`src/i2cmbs_pkg.sv`:
```
`default_nettype none

package i2cmbs_pkg;

    // Request codes on the input channel; codes above REQ_READ act as a tick
    localparam logic [2:0] REQ_TICK  = 3'd0;
    localparam logic [2:0] REQ_START = 3'd1;
    localparam logic [2:0] REQ_STOP  = 3'd2;
    localparam logic [2:0] REQ_WRITE = 3'd3;
    localparam logic [2:0] REQ_READ  = 3'd4;

    // Configuration register indexes
    localparam logic [1:0] CFG_START_STOP_TICKS = 2'd0;
    localparam logic [1:0] CFG_HALF_BIT_TICKS   = 2'd1;
    localparam logic [1:0] CFG_ACK_TIMEOUT      = 2'd2;

    localparam int unsigned CFG_IDX_W  = 2;
    localparam int unsigned CFG_DATA_W = 10;

    localparam logic [7:0] RST_START_STOP_TICKS = 8'd4;
    localparam logic [7:0] RST_HALF_BIT_TICKS   = 8'd2;
    localparam logic [9:0] RST_ACK_TIMEOUT      = 10'd250;

    typedef enum logic [3:0] {
        PH_IDLE     = 4'd0,
        PH_START_A  = 4'd1,
        PH_START_B  = 4'd2,
        PH_STOP_A   = 4'd3,
        PH_STOP_B   = 4'd4,
        PH_WR_LOW   = 4'd5,
        PH_WR_HIGH  = 4'd6,
        PH_ACK_LOW  = 4'd7,
        PH_ACK_HIGH = 4'd8,
        PH_RD_LOW   = 4'd9,
        PH_RD_HIGH  = 4'd10,
        PH_RA_LOW   = 4'd11,
        PH_RA_HIGH  = 4'd12
    } t_phase;

endpackage

`default_nettype wire

```
`src/i2c_master_bit_sequencer.sv`:
```
// I2C master bit engine. The input channel carries one item per transfer:
// a time tick or a command (start, stop, write byte, read byte). A command
// is taken only while the engine is idle; one that arrives while a sequence
// runs is dropped and answered with rejected set. Ticks step SCL and SDA
// through start, stop, eight data bits MSB first and the acknowledge bit.
// Every accepted item produces exactly one result transfer on the output
// channel carrying the pin levels, busy, done, ack_failed, read_data and
// rejected as they stand after that item.
// The state update and the result are computed in the accept cycle
// and the result register shows it the next cycle. Throughput is one
// item per cycle; the result register takes a new result in the same
// cycle that the old one is taken, so a stalled receiver holds the input
// ready low only while the result register is full and not taken.
// Reset (synchronous, active low) leaves the bus lines high and driven, the
// engine idle, the output channel empty and the registers at 4, 2 and 250.
// Configuration writes take effect at once and are meant for idle periods.
`default_nettype none

module i2c_master_bit_sequencer (
    input  wire logic                                i_clk,
    input  wire logic                                i_rst_n,
    input  wire logic                                i_cfg_we,
    input  wire logic [i2cmbs_pkg::CFG_IDX_W-1:0]    i_cfg_index,
    input  wire logic [i2cmbs_pkg::CFG_DATA_W-1:0]   i_cfg_data,
    input  wire logic                                i_in_valid,
    output logic                                     o_in_ready,
    input  wire logic [2:0]                          i_req_type,
    input  wire logic [7:0]                          i_tx_byte,
    input  wire logic                                i_send_nack,
    input  wire logic                                i_sda_sampled,
    output logic                                     o_out_valid,
    input  wire logic                                i_out_ready,
    output logic                                     o_scl_level,
    output logic                                     o_sda_level,
    output logic                                     o_sda_drive,
    output logic                                     o_busy_res,
    output logic                                     o_done_res,
    output logic                                     o_ack_failed,
    output logic [7:0]                               o_read_data,
    output logic                                     o_rejected
);

    logic [7:0] r_sst;
    logic [7:0] r_half;
    logic [9:0] r_timeout;

    i2cmbs_pkg::t_phase r_phase, n_phase;
    logic [3:0] r_bit, n_bit;
    logic [7:0] r_tick, n_tick;
    logic [9:0] r_wait, n_wait;
    logic [7:0] r_shift, n_shift;
    logic       r_scl, n_scl;
    logic       r_sda, n_sda;
    logic       r_drive, n_drive;
    logic       r_nack, n_nack;
    logic       r_fail, n_fail;
    logic [7:0] r_rx, n_rx;
    logic       n_done, n_rej;

    logic       w_accept;

    assign o_in_ready = !o_out_valid || i_out_ready;
    assign w_accept   = i_in_valid && o_in_ready;

    always_ff @(posedge i_clk) begin
        if (!i_rst_n) begin
            r_sst     <= i2cmbs_pkg::RST_START_STOP_TICKS;
            r_half    <= i2cmbs_pkg::RST_HALF_BIT_TICKS;
            r_timeout <= i2cmbs_pkg::RST_ACK_TIMEOUT;
        end else if (i_cfg_we) begin
            unique case (i_cfg_index)
                i2cmbs_pkg::CFG_START_STOP_TICKS: r_sst     <= i_cfg_data[7:0];
                i2cmbs_pkg::CFG_HALF_BIT_TICKS:   r_half    <= i_cfg_data[7:0];
                i2cmbs_pkg::CFG_ACK_TIMEOUT:      r_timeout <= i_cfg_data;
                default: ;
            endcase
        end
    end

    always_comb begin
        logic [7:0]         v_sst;
        logic [7:0]         v_half;
        logic [7:0]         v_len;
        logic [9:0]         v_to;
        logic [8:0]         v_elapsed;
        logic               v_enter;
        i2cmbs_pkg::t_phase v_enter_ph;
        logic               v_is_cmd;

        v_sst      = (r_sst == 8'd0) ? 8'd1 : r_sst;
        v_half     = (r_half == 8'd0) ? 8'd1 : r_half;
        v_to       = (r_timeout == 10'd0) ? 10'd1 : r_timeout;
        v_len      = (r_phase == i2cmbs_pkg::PH_START_A || r_phase == i2cmbs_pkg::PH_START_B ||
                      r_phase == i2cmbs_pkg::PH_STOP_A  || r_phase == i2cmbs_pkg::PH_STOP_B)
                     ? v_sst : v_half;
        v_elapsed  = {1'b0, r_tick} + 9'd1;
        v_enter    = 1'b0;
        v_enter_ph = r_phase;
        v_is_cmd   = (i_req_type == i2cmbs_pkg::REQ_START) ||
                     (i_req_type == i2cmbs_pkg::REQ_STOP)  ||
                     (i_req_type == i2cmbs_pkg::REQ_WRITE) ||
                     (i_req_type == i2cmbs_pkg::REQ_READ);

        n_phase = r_phase;
        n_bit   = r_bit;
        n_tick  = r_tick;
        n_wait  = r_wait;
        n_shift = r_shift;
        n_scl   = r_scl;
        n_sda   = r_sda;
        n_drive = r_drive;
        n_nack  = r_nack;
        n_fail  = r_fail;
        n_rx    = r_rx;
        n_done  = 1'b0;
        n_rej   = 1'b0;

        if (w_accept) begin
            if (v_is_cmd) begin
                if (r_phase != i2cmbs_pkg::PH_IDLE) begin
                    n_rej = 1'b1;
                end else begin
                    n_fail  = 1'b0;
                    n_bit   = 4'd0;
                    v_enter = 1'b1;
                    unique case (i_req_type)
                        i2cmbs_pkg::REQ_START: v_enter_ph = i2cmbs_pkg::PH_START_A;
                        i2cmbs_pkg::REQ_STOP:  v_enter_ph = i2cmbs_pkg::PH_STOP_A;
                        i2cmbs_pkg::REQ_WRITE: begin
                            n_shift    = i_tx_byte;
                            v_enter_ph = i2cmbs_pkg::PH_WR_LOW;
                        end
                        default: begin
                            n_nack     = i_send_nack;
                            n_shift    = 8'd0;
                            v_enter_ph = i2cmbs_pkg::PH_RD_LOW;
                        end
                    endcase
                end
            end else if (r_phase == i2cmbs_pkg::PH_IDLE) begin
                n_phase = i2cmbs_pkg::PH_IDLE;
            end else if (r_phase == i2cmbs_pkg::PH_ACK_HIGH) begin
                if (!i_sda_sampled) begin
                    n_scl   = 1'b0;
                    n_phase = i2cmbs_pkg::PH_IDLE;
                    n_done  = 1'b1;
                end else begin
                    n_wait = r_wait + 10'd1;
                    // timeout: flag it and close the bus with a stop
                    if (n_wait >= v_to) begin
                        n_fail     = 1'b1;
                        v_enter    = 1'b1;
                        v_enter_ph = i2cmbs_pkg::PH_STOP_A;
                    end
                end
            end else if (v_elapsed < {1'b0, v_len}) begin
                n_tick = v_elapsed[7:0];
            end else begin
                unique case (r_phase)
                    i2cmbs_pkg::PH_START_A: begin
                        v_enter    = 1'b1;
                        v_enter_ph = i2cmbs_pkg::PH_START_B;
                    end
                    i2cmbs_pkg::PH_START_B: begin
                        n_scl   = 1'b0;
                        n_phase = i2cmbs_pkg::PH_IDLE;
                        n_done  = 1'b1;
                    end
                    i2cmbs_pkg::PH_STOP_A: begin
                        v_enter    = 1'b1;
                        v_enter_ph = i2cmbs_pkg::PH_STOP_B;
                    end
                    i2cmbs_pkg::PH_STOP_B: begin
                        n_phase = i2cmbs_pkg::PH_IDLE;
                        n_done  = 1'b1;
                    end
                    i2cmbs_pkg::PH_WR_LOW: begin
                        v_enter    = 1'b1;
                        v_enter_ph = i2cmbs_pkg::PH_WR_HIGH;
                    end
                    i2cmbs_pkg::PH_WR_HIGH: begin
                        n_shift    = {r_shift[6:0], 1'b0};
                        n_bit      = r_bit + 4'd1;
                        v_enter    = 1'b1;
                        v_enter_ph = (n_bit >= 4'd8) ? i2cmbs_pkg::PH_ACK_LOW
                                                     : i2cmbs_pkg::PH_WR_LOW;
                    end
                    i2cmbs_pkg::PH_ACK_LOW: begin
                        v_enter    = 1'b1;
                        v_enter_ph = i2cmbs_pkg::PH_ACK_HIGH;
                    end
                    i2cmbs_pkg::PH_RD_LOW: begin
                        v_enter    = 1'b1;
                        v_enter_ph = i2cmbs_pkg::PH_RD_HIGH;
                    end
                    i2cmbs_pkg::PH_RD_HIGH: begin
                        n_shift = {r_shift[6:0], i_sda_sampled};
                        n_bit   = r_bit + 4'd1;
                        v_enter = 1'b1;
                        if (n_bit >= 4'd8) begin
                            n_rx       = n_shift;
                            v_enter_ph = i2cmbs_pkg::PH_RA_LOW;
                        end else begin
                            v_enter_ph = i2cmbs_pkg::PH_RD_LOW;
                        end
                    end
                    i2cmbs_pkg::PH_RA_LOW: begin
                        v_enter    = 1'b1;
                        v_enter_ph = i2cmbs_pkg::PH_RA_HIGH;
                    end
                    i2cmbs_pkg::PH_RA_HIGH: begin
                        n_scl   = 1'b0;
                        n_phase = i2cmbs_pkg::PH_IDLE;
                        n_done  = 1'b1;
                    end
                    default: n_phase = i2cmbs_pkg::PH_IDLE;
                endcase
            end
        end

        // entering a phase restarts its tick count and sets the pin levels
        if (v_enter) begin
            n_phase = v_enter_ph;
            n_tick  = 8'd0;
            unique case (v_enter_ph)
                i2cmbs_pkg::PH_START_A: begin
                    n_scl = 1'b1; n_sda = 1'b1; n_drive = 1'b1;
                end
                i2cmbs_pkg::PH_START_B: begin
                    n_scl = 1'b1; n_sda = 1'b0; n_drive = 1'b1;
                end
                i2cmbs_pkg::PH_STOP_A: begin
                    n_scl = 1'b0; n_sda = 1'b0; n_drive = 1'b1;
                end
                i2cmbs_pkg::PH_STOP_B: begin
                    n_scl = 1'b1; n_sda = 1'b1; n_drive = 1'b1;
                end
                i2cmbs_pkg::PH_WR_LOW: begin
                    n_scl = 1'b0; n_sda = n_shift[7]; n_drive = 1'b1;
                end
                i2cmbs_pkg::PH_ACK_LOW, i2cmbs_pkg::PH_RD_LOW: begin
                    n_scl = 1'b0; n_sda = 1'b1; n_drive = 1'b0;
                end
                i2cmbs_pkg::PH_ACK_HIGH: begin
                    n_scl  = 1'b1;
                    n_wait = 10'd0;
                end
                i2cmbs_pkg::PH_RA_LOW: begin
                    n_scl = 1'b0; n_sda = n_nack; n_drive = 1'b1;
                end
                i2cmbs_pkg::PH_WR_HIGH, i2cmbs_pkg::PH_RD_HIGH,
                i2cmbs_pkg::PH_RA_HIGH: n_scl = 1'b1;
                default: n_phase = i2cmbs_pkg::PH_IDLE;
            endcase
        end
    end

    always_ff @(posedge i_clk) begin
        if (!i_rst_n) begin
            r_phase     <= i2cmbs_pkg::PH_IDLE;
            r_bit       <= 4'd0;
            r_tick      <= 8'd0;
            r_wait      <= 10'd0;
            r_shift     <= 8'd0;
            r_scl       <= 1'b1;
            r_sda       <= 1'b1;
            r_drive     <= 1'b1;
            r_nack      <= 1'b0;
            r_fail      <= 1'b0;
            r_rx        <= 8'd0;
            o_out_valid <= 1'b0;
        end else begin
            r_phase <= n_phase;
            r_bit   <= n_bit;
            r_tick  <= n_tick;
            r_wait  <= n_wait;
            r_shift <= n_shift;
            r_scl   <= n_scl;
            r_sda   <= n_sda;
            r_drive <= n_drive;
            r_nack  <= n_nack;
            r_fail  <= n_fail;
            r_rx    <= n_rx;
            if (w_accept) begin
                o_out_valid <= 1'b1;
            end else if (i_out_ready) begin
                o_out_valid <= 1'b0;
            end
        end
    end

    // result register, loaded with the state as it stands after the item
    always_ff @(posedge i_clk) begin
        if (w_accept) begin
            o_scl_level  <= n_scl;
            o_sda_level  <= n_sda;
            o_sda_drive  <= n_drive;
            o_busy_res   <= (n_phase != i2cmbs_pkg::PH_IDLE);
            o_done_res   <= n_done;
            o_ack_failed <= n_fail;
            o_read_data  <= n_rx;
            o_rejected   <= n_rej;
        end
    end

endmodule

`default_nettype wire

```
`config.mk`:
```
export PLATFORM = sky130hd
export DESIGN_NAME = i2c_master_bit_sequencer
export DESIGN_NICKNAME = d
export VERILOG_FILES = /design/src/i2cmbs_pkg.sv /design/src/i2c_master_bit_sequencer.sv
export SDC_FILE = /design/constraint.sdc
export NUM_CORES = 1
export LEC_CHECK = 0
export BUFFER_PORTS_ARGS = -buffer_cell sky130_fd_sc_hd__buf_2
export CAP_MARGIN = 20
export CORE_ASPECT_RATIO = 0.9
export CORE_UTILIZATION = 60
export CTS_CLUSTER_SIZE = 10
export DETAILED_ROUTE_END_ITERATION = 12
export GPL_ROUTABILITY_DRIVEN = 1
export PLACE_DENSITY = 0.83
export SKIP_CTS_REPAIR_TIMING = 1
export SLEW_MARGIN = 20
export SYNTH_ARGS = -nofsm -noshare
export SYNTH_HDL_FRONTEND = slang
export SYNTH_SLANG_ARGS = --single-unit
```
`constraint.sdc`:
```
create_clock -name i_clk -period 5 [get_ports i_clk]
set_clock_uncertainty 0.1 [all_clocks]
set_input_delay 1.5 -clock i_clk [delete_from_list [all_inputs] [get_ports i_clk]]
set_output_delay 1.5 -clock i_clk [all_outputs]
set_load 0.1 [all_outputs]
```
-- Word-level counts from Yosys, hierarchy flattened
Index checks and enable logic that the tools add are counted.
- register bits after elaboration: 89
- bits of input ports: 30
- output and inout bits: 17
- word-level logic and storage cells: 202
- add/sub/neg operators: 3
- $lt $le $gt $ge: 3
- eq/ne operators: 35
- mux-type cells: 93
- bitwise logic cells: 4
- reductions and logical operators: 40
- operator list (cell ; count):
    8-bit two-way mux ; 16
    4-bit two-way mux ; 23
    10-bit two-way mux ; 8
    4-bit equality test, second input constant ; 10
    1-bit two-way mux ; 37
    4-bit by 3-bit equality test with 1-bit output, second input constant ; 8
    4-bit one-hot mux with 8 select lines ; 1
    8-bit one-hot mux with 2 select lines ; 2
    4-bit by 2-bit equality test with 1-bit output, second input constant ; 4
    8-bit zero test ; 2
    2-bit OR reduction ; 7
    4-bit one-hot mux with 3 select lines ; 1
    12-bit OR reduction ; 1
    10-bit by 1-bit adder with 10-bit output, second input constant ; 1
    10-bit >= comparator ; 1
    10-bit zero test ; 1
    2-bit inequality test, second input constant ; 5
    8-bit by 1-bit adder with 9-bit output, second input constant ; 1
    9-bit by 8-bit less-than comparator with 1-bit output ; 1
    4-bit by 1-bit equality test with 1-bit output, second input constant ; 2
    4-bit nonzero test ; 2
    8-bit OR reduction ; 1
    1-bit logical OR ; 7
    7-bit AND reduction ; 1
    other kinds (25) ; 35

-- Logic depth before layout (Yosys ltp)
- depth in word-level cells: 16
- gate-level depth with buffers: 17
- mapped depth without buffers: 15

-- Worst setup path before layout
No wires, ideal clock.
- path type: input -> register
- start point: input port i_out_ready
- end point: register o_sda_level, data pin
- setup time: 169 ps
- arrival: 4690 ps
- data required time: 4731 ps
- slack: 41 ps
- stages on the path: 9
- path buffers: 1
- path through: nand2b_1 nand2_1 inv_1 clkbuf_1 a21oi_1 o21ai_0 a21oi_1 or3_1 o31ai_1
- cells in the longest elaborated chain, start to end: 7
- elaborated cells between the ends (all ways): 18
- classes of those cells: eq/ne (8); mux (6); reduce/logical (4)
- RTL lines (element ; line ; source):
    from (decl) ; i2c_master_bit_sequencer.sv:32 ; input wire logic i_out_ready,
    1-bit logical OR (*) ; i2c_master_bit_sequencer.sv:62 ; assign o_in_ready = !o_out_valid || i_out_ready;
    1-bit logical AND (*) ; i2c_master_bit_sequencer.sv:63 ; assign w_accept = i_in_valid && o_in_ready;
    via w_accept ; i2c_master_bit_sequencer.sv:60 ; logic w_accept;
    4-bit two-way mux ; i2c_master_bit_sequencer.sv:118 ; if (w_accept) begin
    4-bit by 3-bit equality test with 1-bit output (tied with other cells) ; i2c_master_bit_sequencer.sv:225 ; unique case (v_enter_ph)
    4-bit OR reduction (no line) / 2-bit OR reduction (equally long branches) ; - ;
    1-bit one-hot mux with 4 select lines ; i2c_master_bit_sequencer.sv:225 ;
    1-bit two-way mux (*) ; i2c_master_bit_sequencer.sv:222 ; if (v_enter) begin
    via n_sda ; i2c_master_bit_sequencer.sv:53 ; logic r_sda, n_sda;
    to (signal assigned) ; i2c_master_bit_sequencer.sv:296 ; o_sda_level <= n_sda;
    to (decl) ; i2c_master_bit_sequencer.sv:34 ; output logic o_sda_level,
The timed path passes the listed nets; every way through them passes the cells marked *.
A chain may end at the register's enable or synchronous reset.

-- Final worst setup path
- start point: register r_tick[0]
- end point: register r_shift[6]
- cells in the longest elaborated chain, start to end: 4
- RTL lines (element ; line ; source):
    from (decl) ; i2c_master_bit_sequencer.sv:49 ; logic [7:0] r_tick, n_tick;
    from (signal assigned) ; i2c_master_bit_sequencer.sv:275 ; r_tick <= n_tick;
    8-bit by 1-bit adder with 9-bit output ; i2c_master_bit_sequencer.sv:96 ; v_elapsed = {1'b0, r_tick} + 9'd1;
    9-bit by 8-bit less-than comparator with 1-bit output ; i2c_master_bit_sequencer.sv:156 ; end else if (v_elapsed < {1'b0, v_len}) begin
    2-bit inequality test (no line) ; - ;
    7-bit AND reduction (no line) ; - ;
    to (signal assigned) ; i2c_master_bit_sequencer.sv:277 ; r_shift <= n_shift;
    to (decl) ; i2c_master_bit_sequencer.sv:51 ; logic [7:0] r_shift, n_shift;
No other way between the ends.

==> flow_summary.json <==
{
  "outcome": "finished clean",
  "firstDrtPassIters": 6,
  "highest_layer": "met4",
  "crit_top_cell": "and3_1",
  "start_util_pct": 62.27,
  "synth-edff-count": 15,
  "ys_seq_area_share_pct": 38.46,
  "cts.sinks": 89,
  "grt_usage_pct": 28.88,
  "antenna_found_initial": 0,
  "via_count": 4273,
  "fill_cells": 655,
  "max-clock-path-buffers": 2,
  "design.portCount": 47,
  "postLayoutCoreUtil_pct": 68.69,
  "fin_hold_ws_ns": 0.3814,
  "final_area_um2": 5542,
  "crit_required_ns": 5.18,
  "finalNetCount": 636,
  "start_kind": "flop",
  "slew_viol_final": 0,
  "hold_path.class": "reg -> reg",
  "clk_latency_ns": 0.36,
  "syn_to_final_growth_pct": 10.31,
  "wl_met1_um": 5448,
  "tritoncts": "yes",
  "die_w_um": 98.45,
  "met3WireLength_um": 767,
  "gr-total-overflow": 0,
  "ys_seq_elements": 89,
  "place_area_um2": 5336,
  "fmax_mhz": 216.5,
  "rsz0062_at_grt": "false",
  "path_cells": "ha_1 > and3_1 > nand3_1 > xnor2_1 > ha_1 > and3_1 > nand3_1 > a311o_1 > o21ai_2 > and3_1 > a211oi_2 > nor3_2 > a21oi_1 > a311oi_2",
  "diodes": 0,
  "synth.distinct_cells": 79,
  "synth.top_cell.area_share_pct": 29.49,
  "dr_wl_met2_um": 5465,
  "grt_pass1_vias": 4107,
  "cp-end-kind": "flop",
  "worst-path-max-fanout": 14,
  "crit_slowest_cell": "nor3_2",
  "worstSetupPathType": "reg -> reg",
  "drtAntennaViolNets": 0,
  "io_buffers": 46,
  "fin_crit_sh_pct": 92.40,
  "wl_per_cell_um": 17.40,
  "drt_iter0_drc": 309,
  "drc": 0,
  "synthArstFlopShare_pct": 0,
  "wl_um": 12000,
  "mostFrequentLayoutCells": "74 x dfxtp_1, 57 x nor2_1, 48 x nand2_1, 46 x buf_2, 28 x mux2i_1",
  "cts_made_buffers": 9,
  "yosys.area.top_type": "dfxtp_1",
  "slowest_delay_ns": 0.81,
  "setup_viol": 0,
  "gp_congestion": 0.9433,
  "final_common_cell": "dfxtp_1",
  "synthFlopType": "dfxtp_1",
  "die-area_um2": 8743,
  "worst_pin_slew_ns": 1.014,
  "finalHoldViolCount": 0,
  "via_per_inst": 6.193,
  "core_um2": 8068,
  "slew_headroom_pct": 32.39,
  "synth_warnings": 0,
  "ir_worst_vdd_mv": 0.1654,
  "clockRootBuffer": "clkbuf_8",
  "syn_avg_cell_area_um2": 9.269,
  "syn_inst": 542,
  "cts_htree_levels": 3,
  "synth_fp_nets": 592,
  "ys_top_cells_by_area": "dfxtp_1 29%, edfxtp_1 9.0%, mux2i_1 5.6%",
  "drv_cap": 0,
  "p_leak_nw": 2.369,
  "drive_gt1_share_pct": 17.77,
  "crit_arrival_ns": 4.80,
  "rows": 31,
  "clk_pin_slew_ns": 0.10,
  "die_y_um": 88.81,
  "power.density_nw_per_um2": 285.5,
  "grt_pass1_wl_um": 19810,
  "syn_area_um2": 5024,
  "grt_max_degree": 34,
  "layout_min_cycle_time_ns": 4.620,
  "hpwl_um": 8793,
  "timing.setup.tns_ns": 0
}
==> power by group <==
| group | total [mW] | switching, mW | internal (mW) |
|---|---|---|---|
| clock network | 0.504 | 0.303 | 0.201 |
| registers | 0.764 | 0.0129 | 0.751 |
| logic | 0.314 | 0.219 | 0.0949 |
| total | 1.58 | 0.535 | 1.05 |
==> critical path: cells and delay by family, from the launching register on <==
kind            cells  cell delay [ns]
simple gates        6             1.88
flops               1             0.44
compound gates      5             1.43
xor+xnor            1             0.16
fa+ha+maj           2             0.53
==> cell families (layout without fill, tap and decap cells) <==
family | count (synthesis) | count (layout) | synth area share, %
xor+xnor | 36 | 36 | 6.800
flops | 89 | 89 | 38.46
mux | 37 | 37 | 7.821
buf+inv | 39 | 88 | 3.661
simple gates | 203 | 203 | 20.03
fa+ha+maj | 20 | 20 | 4.981
compound gates | 118 | 118 | 18.26
==> cell type report <==
cell class	count	area, um2	share of cell area (%)
multi-input cells	414	2908	52.47
clock inverters	7	81.33	1.468
flip-flops and latches	89	1932	34.86
inverters	14	52.55	0.9483
well taps	99	123.9	2.235
clock buffers	9	123.9	2.235
repair buffers	58	320.3	5.780
==> stage by stage <==
step / instances / power, mW / setup WS [ns]
after floorplan: 542 / 1.020 / 0.04080
after global placement: 674 / 1.086 / 0.5910
after detailed placement: 674 / 1.090 / 0.4422
after CTS: 690 / 1.584 / 0.4344
after global routing: 690 / 1.639 / 0.05567
final: 690 / 1.582 / 0.3801
==> synth_stat cells, drive strengths merged, types with 3 or more instances <==
cell,number
buf,14
edfxtp,15
and2,13
a21o,5
and3,15
clkbuf,11
o21ai,16
nand2b,6
dfxtp,74
nor2,60
o31ai,5
or3,3
nand3,19
xor2,13
nor2b,5
mux2,8
o21a,3
inv,14
mux2i,29
o311ai,3
nor3,16
a22o,3
o211ai,12
nor4,6
ha,20
a21oi,27
a311oi,7
a22oi,9
nand2,48
nand4,3
o22ai,3
xnor2,23
==> sequential cells by signal, summed over array words and instances (netlist names), 4 cells and up <==
register     flops
r_timeout       10
r_wait          10
o_read_data      8
r_half           8
r_rx             8
r_shift          8
r_sst            8
r_tick           8
r_bit            4
r_phase          4
==> routing by layer <==
metal | vias to the layer above | track usage, %
met5 | - | 0
met4 | 0 | 12.48
met3 | 37 | 4.897
met2 | 181 | 48.27
met1 | 1997 | 37.45
li1 | 2058 | -
==> path summary, 6_finish.rpt <==
path,start,endpoint,slack (ns),cells past startpoint
max,r_tick[0],r_shift[6],0.38,14
min reg2reg,r_timeout[0],r_timeout[0],0.38,2
min,r_timeout[0],r_timeout[0],0.38,2
max reg2reg,r_tick[0],r_shift[6],0.38,14
(Power assumes the default switching activity.)
